`src/rtl/core/acrd_pkg.sv`:
```
// Shared types, constants and helpers for the adaptive CDF range decoder.
// No dependencies.
package acrd_pkg;

    localparam int NUM_CONTEXTS = 1024;
    localparam int MAX_SYMBOLS  = 16;
    localparam int PROB_SHIFT   = 6;
    localparam int MIN_PROB     = 4;
    localparam int SLOTS        = 16;
    localparam int ADDR_W       = $clog2(NUM_CONTEXTS * SLOTS);
    localparam int CADDR_W      = $clog2(NUM_CONTEXTS);

    localparam logic [15:0] ONE_Q15  = 16'h8000;
    localparam logic [15:0] HALF_Q15 = 16'h4000;

    localparam logic [2:0] KIND_LOAD = 3'd0;
    localparam logic [2:0] KIND_READ = 3'd1;
    localparam logic [2:0] KIND_PUSH = 3'd2;
    localparam logic [2:0] KIND_INIT = 3'd3;
    localparam logic [2:0] KIND_SYM  = 3'd4;
    localparam logic [2:0] KIND_BOOL = 3'd5;

    typedef enum logic [1:0] {
        ST_OK    = 2'd0,
        ST_SHORT = 2'd1,
        ST_FULL  = 2'd2,
        ST_BAD   = 2'd3
    } t_status;

    typedef enum logic [3:0] {
        OP_NONE,
        OP_EXEC,
        OP_RD_CAP,
        OP_FETCH,
        OP_WALK_INIT,
        OP_WALK,
        OP_RN1,
        OP_RN2,
        OP_ADAPT,
        OP_FINISH
    } t_dp_op;

    typedef struct packed {
        logic   latch;
        t_dp_op op;
    } t_cmd;

    typedef struct packed {
        logic [2:0] kind;
        logic       bad;
        logic       fetch_last;
        logic       walk_hit;
        logic       rn_short;
        logic       adapt_en;
        logic       adapt_last;
    } t_stat;

    function automatic logic [3:0] log2_floor16(input logic [15:0] v);
        logic [3:0] r;
        r = 4'd0;
        for (int i = 1; i < 16; i++) begin
            if (v[i]) r = 4'(i);
        end
        return r;
    endfunction

endpackage

```
`src/rtl/core/acrd_ctrl.sv`:
```
// Sequencer for the range decoder: steps the datapath through each word.
// Depends on acrd_pkg.
module acrd_ctrl import acrd_pkg::*; (
    input  logic  i_clk,
    input  logic  i_rst_n,
    input  logic  i_start,
    input  t_stat i_stat,
    output t_cmd  o_cmd,
    output logic  o_busy
);

    typedef enum logic [3:0] {
        S_IDLE, S_DISPATCH, S_RDWAIT, S_FETCH, S_FWAIT,
        S_WALK, S_RN1, S_RN2, S_ADAPT, S_DONE
    } t_state;

    t_state r_state, n_state;
    logic   r_busy, n_busy;

    always_comb begin
        n_state     = r_state;
        n_busy      = r_busy;
        o_cmd.latch = 1'b0;
        o_cmd.op    = OP_NONE;
        unique case (r_state)
            S_IDLE: begin
                if (i_start) begin
                    o_cmd.latch = 1'b1;
                    n_state     = S_DISPATCH;
                    n_busy      = 1'b1;
                end
            end
            S_DISPATCH: begin
                o_cmd.op = OP_EXEC;
                if (i_stat.bad) n_state = S_DONE;
                else if (i_stat.kind == KIND_READ) n_state = S_RDWAIT;
                else if (i_stat.kind == KIND_SYM) n_state = S_FETCH;
                else if (i_stat.kind == KIND_BOOL) n_state = S_WALK;
                else n_state = S_DONE;
            end
            S_RDWAIT: begin
                o_cmd.op = OP_RD_CAP;
                n_state  = S_DONE;
            end
            S_FETCH: begin
                o_cmd.op = OP_FETCH;
                if (i_stat.fetch_last) n_state = S_FWAIT;
            end
            S_FWAIT: begin
                o_cmd.op = OP_WALK_INIT;
                n_state  = S_WALK;
            end
            S_WALK: begin
                o_cmd.op = OP_WALK;
                if (i_stat.walk_hit) n_state = S_RN1;
            end
            S_RN1: begin
                o_cmd.op = OP_RN1;
                n_state  = S_RN2;
            end
            S_RN2: begin
                o_cmd.op = OP_RN2;
                if (!i_stat.rn_short && i_stat.adapt_en) n_state = S_ADAPT;
                else n_state = S_DONE;
            end
            S_ADAPT: begin
                o_cmd.op = OP_ADAPT;
                if (i_stat.adapt_last) n_state = S_DONE;
            end
            S_DONE: begin
                o_cmd.op = OP_FINISH;
                n_state  = S_IDLE;
                n_busy   = 1'b0;
            end
            default: begin
                n_state = S_IDLE;
                n_busy  = 1'b0;
            end
        endcase
    end

    always_ff @(posedge i_clk) begin
        if (!i_rst_n) begin
            r_state <= S_IDLE;
            r_busy  <= 1'b0;
        end else begin
            r_state <= n_state;
            r_busy  <= n_busy;
        end
    end

    assign o_busy = r_busy;

endmodule

```
`config.mk`:
```
export PLATFORM = sky130hd
export DESIGN_NAME = acrd_ctrl
export DESIGN_NICKNAME = d
export VERILOG_FILES = /design/src/rtl/core/acrd_pkg.sv /design/src/rtl/core/acrd_ctrl.sv
export SDC_FILE = /design/constraint.sdc
export NUM_CORES = 1
export LEC_CHECK = 0
export BUFFER_PORTS_ARGS = -buffer_cell sky130_fd_sc_hd__buf_2
export CORE_AREA = 10 10 47 49
export CTS_CLUSTER_SIZE = 40
export DETAILED_ROUTE_END_ITERATION = 10
export DIE_AREA = 0 0 57 59
export PLACE_DENSITY = 0.62
export SYNTH_ARGS = -nofsm -noshare
export SYNTH_HDL_FRONTEND = slang
export SYNTH_SLANG_ARGS = --single-unit
```
`constraint.sdc`:
```
create_clock -name i_clk -period 1.1 [get_ports i_clk]
set_input_delay 0.055 -clock i_clk [delete_from_list [all_inputs] [get_ports i_clk]]
set_output_delay 0.055 -clock i_clk [all_outputs]
set_load 0.03 [all_outputs]
```
==> results of run 1 <==
-- cell usage after synthesis (all sizes together), types with 2 or more instances --
master and count:
nor2b 2, a31oi 2, nand2 5, nor3b 2
nor3 3, a21oi 3, o211ai 3, inv 3
nor2 8, xor2 2, dfxtp 5, buf 3
-- per-layer routing --
layer / up-vias / track usage / wire length [um]
met2: 21 / 0.1597 / 736
met5: - / 0 / 0
met4: 0 / 0.06040 / 41
li1: 294 / - / -
met3: 5 / 0.02790 / 97
met1: 254 / 0.1025 / 685
-- worst paths after layout --
path	startpoint	to	slack, ns	cells past startpoint
worst min register to register	o_busy	o_busy	0.57	2
worst max-delay path	r_state[0]	o_cmd[4]	-0.19	4
worst max register to register	r_state[2]	r_state[1]	-0.11	3
worst min-delay path	i_rst_n	r_state[2]	0.09	3
-- registers in the layout, indices dropped and copies added, names as in the netlist --
| register | flops |
|---|---|
| r_state | 4 |
| o_busy | 1 |
-- per-stage QoR --
step                setup TNS, ns  total power, mW
floorplan                 -0.1505           0.4575
global placement          -0.2957           0.6213
detailed placement        -0.3133           0.6237
CTS                       -0.8937           0.8994
global route               -1.355           0.9784
finish                    -0.8544           0.9184
-- power by group through the flow --
stage                     logic [mW]  clock network [mW]  registers, mW
after floorplan                0.217                   0          0.241
after global placement         0.388                   0          0.234
after detailed placement       0.391                   0          0.233
after CTS                      0.449               0.225          0.226
after global routing           0.506               0.240          0.233
final                          0.468               0.220          0.230
-- cells by family (layout without fill, tap and decap cells) --
kind of cell | after synthesis | after routing
DFF | 5 | 5
xor gates and xnor gates | 2 | 2
and+or+nand+nor | 27 | 27
AOI/OAI and AO/OA | 17 | 17
buffers and inverters | 6 | 48
-- worst max-delay path, delay by kind of cell, from the launching register on --
family	cells	cell delay (ns)
flip-flops	1	0.37
AND/OR/NAND/NOR	2	0.36
buffers and inverters	2	0.26
-- final cells by class --
cell class                 instances  share of cell area
inverter                           3             0.01293
multi-input combinational         46              0.4152
timing repair buffer              41              0.3908
clock buffer                       4             0.03017
tap                               16             0.02299
sequential                         5              0.1279
-- timing repair --
item / 4_1_cts / 5_1_grt
gates resized for setup: 20 / 7
pin swaps: 5 / 5
setup endpoints to repair: 8 / 10
setup buffers: 5 / 1
==> key figures, run 1 <==
Synthesis
  – XOR/XNOR Fraction of Synth Area: 0.04106
  – Seq/Total Area, Yosys: 0.2346
  – Post-synthesis adder-cell area fraction: 0
  – Simple-gate share of the synthesized area: 0.3431
  – Mux cell area share after synthesis: 0
  – Post-synth ARST share: 0
  – Top cell type's share of synthesized area: 0.2346
  – Number of synthesized register bits: 5
  – Mapped Cells: 57
  – Area leader, netlist: dfxtp_1
  – Post-synth cell types: 32
  – Main combinational cell family by area after synthesis: simple AND/OR/NAND/NOR gates
  – Mapped Nets: 69
  – Yosys warnings: 0
  – Post-synth EDFFs: 0
  – Synth Cell Area: 426.7 um2
  – Top cells by area, synth: dfxtp_1, nor2_1, nand2_1
  – Post-synthesis compound-gate area fraction: 0.3050
  – Syn Area/Cell: 7.485 um2
  – Most used DFF post-synth: dfxtp_1

Run status
  – Failing checks: negative setup slack
  – Status: finished, violations left

Finish
  – Fill count: 129
  – Multi-input logic area: 361.6 um2
  – Seq. cell area: 111.4 um2
  – Nets@finish: 112
  – Layout Utilization: 0.6214
  – Fin cells: 115
  – Ant diodes: 0
  – Fin area: 870.8 um2
  – Area Growth Syn to Fin: 104.1%
  – Most common cell after layout, fill and taps aside: buf_4
  – Share of layout cells above drive strength 1: 0.6263
  – Commonest cells after routing, fill and taps aside: buf_4, buf_2, buf_6

STA
  – Final hold viol count: 0
  – Relative max-transition margin: 0.8527
  – Worst hold slack: 0.09095 ns
  – RSZ-0062 raised after global routing: true
  – Peak Freq: 775.4 MHz
  – Final worst-path cycle share: 1.172
  – Final setup margin: -0.1896 ns
  – Max-slew violation count: 0
  – Final clock skew: 0.002716 ns
  – Min Tclk post-route: 1.290 ns
  – Final Setup Violations: 9
  – Worst slew pin tran: 0.2191 ns

Setup path
  – Critical Path Max Stage Delay: 0.37 ns
  – CP Max Fanout: 5
  – CP max-delay cell: dfxtp_4
  – Worst setup SP type: flip-flop
  – Crit path capture type: primary output
  – Most frequent CP cell: buf_6
  – Critical Path RT: 1.04 ns
  – Critical setup path kind: reg2out
  – Critical Path, Cell by Cell: buf_6 > nor3_4 > and3_1 > buf_6
  – Arr. time, crit path: 1.23 ns

Die
  – Die area: 3363 um2
  – IO Pins: 18
  – Die X: 57 um
  – Cell Rows: 14
  – Placeable Area: 1401 um2
  – Initial core utilization: 0.3045
  – Die Span Y: 59 um

Clocking
  – TritonCTS clock tree: built
  – Sink Count: 5
  – Clock transition at path regs: 0.05 ns
  – Clock Latency Late Sink: 0.25 ns
  – Number of H-tree levels: 1
  – Num CTS Buffers: 3
  – CTS Root Cell: clkbuf_4
  – Max clock buf depth: 2
  – CTS hold repair buffers: 0

Placement
  – Post-DP HPWL: 1101 um
  – Gpl congestion: 0.7723
  – Placed Cells: 105
  – DP Worst Slack: -0.1099 ns
  – Number of port buffers: 17
  – Post-DP Area: 705.7 um2

Global route
  – Tot GR Track Use: 0.09520
  – Gr ovfl total: 0
  – Initial antenna violation count: 0
  – Vias in the first global route: 621
  – First-pass GRT wire length: 2615 um
  – Largest net degree at the start of global routing: 10

Drt
  – Total Wirelength: 1561 um
  – Via Count: 574
  – DR WL/cell: 13.57 um
  – ANT nets after route: 0
  – First drt pass iteration count: 3
  – DRC viols: 0
  – Drt initial violations: 11
  – Vias/cell: 4.991

Power
  – Internal power: 585.0 uW
  – Sw power: 333.4 uW
  – Logic pwr share: 0.510
  – Clock network power share: 0.240
  – Pwr per Cell Area: 1055 nW/um2
  – Power share of the sequential group: 0.250
  – Leakage power: 0.3889 nW
  – VDD IR max: 0.6246 mV
  – Sw frac: 0.3631

Worst hold path
  – HP Class: in2reg

Flow run
  – Max_cap viols: 0
Note: power is estimated with default switching activity, not from simulation.
==> run 2, diff against run 1 <==
--- a/config.mk
+++ b/config.mk
@@ -11,6 +11,7 @@
 export DETAILED_ROUTE_END_ITERATION = 10
 export DIE_AREA = 0 0 57 59
 export PLACE_DENSITY = 0.62
+export RECOVER_POWER = 25
 export SYNTH_ARGS = -nofsm -noshare
 export SYNTH_HDL_FRONTEND = slang
 export SYNTH_SLANG_ARGS = --single-unit
==> run 2 against run 1 <==
  * The flow still finishes with violations (negative setup slack)
  * Largest cell class unchanged
  * Sequential share of layout area stayed put
  * Critical endpoint unchanged
  * Count of clock-buffer cells in the layout stayed put
  * Critical path depth stayed put
  * Wire length hardly changed
  * Final cell count stayed put
  * Hold slack hardly changed
  * Register-to-register slack hardly changed
  * Clock skew hardly changed
==> key figures, run 2 (same netlist as run 1, synthesis figures left out) <==
STA
  – Final worst-path cycle share: 1.172 (unchanged)
  – Final clock skew: 0.002716 ns (about the same)
  – Peak Freq: 775.4 MHz (unchanged)
  – RSZ-0062 raised after global routing: true (unchanged)
  – Final hold viol count: 0 (unchanged)
  – Min Tclk post-route: 1.290 ns (unchanged)
  – Worst slew pin tran: 0.2191 ns (unchanged)
  – Max-slew violation count: 0 (unchanged)
  – Relative max-transition margin: 0.8527 (unchanged)
  – Setup_tns: -0.8537 ns (was -0.8544 ns)
  – Final setup margin: -0.1896 ns (unchanged)
  – Final Setup Violations: 9 (unchanged)

Setup path
  – Critical Path RT: 1.04 ns (about the same)
  – R2R setup slack: -0.11 ns (about the same)
  – Arr. time, crit path: 1.23 ns (about the same)
  – Crit path capture type: primary output (unchanged)
  – Critical setup path kind: reg2out (unchanged)
  – Worst setup SP type: flip-flop (unchanged)
  – FF-to-FF Start: r_state[2] (unchanged)
  – R2r worst-path depth: 3 (unchanged)
  – CP Max Fanout: 5 (unchanged)
  – Reg2reg end: r_state[1] (unchanged)

Finish
  – Layout Utilization: 0.6214 (unchanged)
  – Multi-input logic area: 361.6 um2 (unchanged)
  – Fill count: 129 (unchanged)
  – Most common cell after layout, fill and taps aside: buf_4 (unchanged)
  – Fin area: 870.8 um2 (unchanged)
  – Commonest cells after routing, fill and taps aside: buf_4, buf_2, buf_6 (unchanged)
  – Area Growth Syn to Fin: 104.1% (unchanged)
  – Ant diodes: 0 (unchanged)
  – Nets@finish: 112 (unchanged)
  – Most flops, register: r_state (unchanged)
  – Seq. cell area: 111.4 um2 (unchanged)
  – Fin cells: 115 (unchanged)
  – Share of layout cells above drive strength 1: 0.6263 (unchanged)
  – Max reg flops: 4 (unchanged)

Clocking
  – Num CTS Buffers: 3 (unchanged)
  – Clock Latency Late Sink: 0.25 ns (about the same)
  – Clock transition at path regs: 0.05 ns (about the same)
  – TritonCTS clock tree: built (unchanged)
  – CTS hold repair buffers: 0 (unchanged)
  – Max clock buf depth: 2 (unchanged)
  – Sink Count: 5 (unchanged)
  – Number of H-tree levels: 1 (unchanged)
  – CTS Root Cell: clkbuf_4 (unchanged)

Drt
  – Total Wirelength: 1560 um (was 1561 um)
  – ANT nets after route: 0 (unchanged)
  – Drt initial violations: 11 (unchanged)
  – Vias/cell: 4.991 (unchanged)
  – Via Count: 574 (unchanged)
  – DRC viols: 0 (unchanged)
  – First drt pass iteration count: 3 (unchanged)
  – DR WL/cell: 13.57 um (about the same)

Worst hold path
  – HP Class: in2reg (unchanged)
  – Worst Hold End: r_state[2] (unchanged)
  – Hold path depth: 3 (unchanged)
  – Worst Hold Launch: i_rst_n (unchanged)

Die
  – Initial core utilization: 0.3045 (unchanged)
  – Die Span Y: 59 um (unchanged)
  – Placeable Area: 1401 um2 (unchanged)
  – Die area: 3363 um2 (unchanged)
  – IO Pins: 18 (unchanged)
  – Die X: 57 um (unchanged)
  – Cell Rows: 14 (unchanged)

Global route
  – Largest net degree at the start of global routing: 10 (unchanged)
  – Gr ovfl total: 0 (unchanged)
  – First-pass GRT wire length: 2615 um (unchanged)
  – Vias in the first global route: 621 (unchanged)
  – Initial antenna violation count: 0 (unchanged)
  – Tot GR Track Use: 0.09520 (unchanged)

Power
  – VDD IR max: 0.6247 mV (was 0.6246 mV)
  – Leakage power: 0.3885 nW (was 0.3889 nW)
  – Pwr per Cell Area: 1055 nW/um2 (about the same)

Placement
  – Post-DP Area: 705.7 um2 (unchanged)
  – Post-DP HPWL: 1101 um (unchanged)
  – Placed Cells: 105 (unchanged)
  – Number of port buffers: 17 (unchanged)
  – Gpl congestion: 0.7723 (unchanged)

Run status
  – Status: finished, violations left (unchanged)
  – Failing checks: negative setup slack (unchanged)

Flow run
  – Max_cap viols: 0 (unchanged)
-- run 2: critical path, cell delays in order, from the launching register on --
cell	delay (ns)
dfxtp_4	0.37
buf_6	0.12
nor3_4	0.16
and3_1	0.20
buf_6	0.14
-- run 2: timing repair --
item	4_1_cts	5_1_grt
setup endpoints to repair	8	10
gates resized for setup	20	7
pin swaps	5	5
buffers inserted	5	1
hold endpoints to repair	0	0
-- run 2: metal layers --
layer,track usage,vias up,routed length (um)
met5,0,-,0
li1,-,294,-
met2,0.1597,21,737
met3,0.02790,5,97
met4,0.06040,0,41
met1,0.1025,254,684
-- run 2: report_power, final --
group	internal, mW	leakage, nW	switching [mW]	total, mW
clock	0.138	0.0150	0.0828	0.220
sequential	0.201	0.0432	0.0295	0.230
combinational	0.247	0.330	0.221	0.468
-- run 2: worst max path at each step --
stage	from	endpoint	cells after the start
floorplan	r_state[2]	r_state[2]	4
global placement	r_state[0]	r_state[1]	3
detailed placement	r_state[0]	r_state[1]	3
CTS	r_state[0]	o_cmd[4]	4
global route	r_state[1]	o_cmd[4]	4
finish	r_state[0]	o_cmd[4]	4
-- run 2: per-stage QoR --
step,setup WS [ns],hold WS [ns],total power [mW]
2_1_floorplan,-0.08164,0.2046,0.4575
3_3_place_gp,-0.1144,0.3389,0.6213
4_1_cts,-0.1679,0.08999,0.8994
3_5_place_dp,-0.1099,0.3447,0.6237
5_1_grt,-0.2430,0.1089,0.9784
6_report,-0.1896,0.09095,0.9183
-- run 2: cell type report --
class | instances | share of cell area
Multi-Input combinational cell | 46 | 0.4152
Timing Repair Buffer | 41 | 0.3908
Sequential cell | 5 | 0.1279
Clock buffer | 4 | 0.03017
Tap cell | 16 | 0.02299
Inverter | 3 | 0.01293
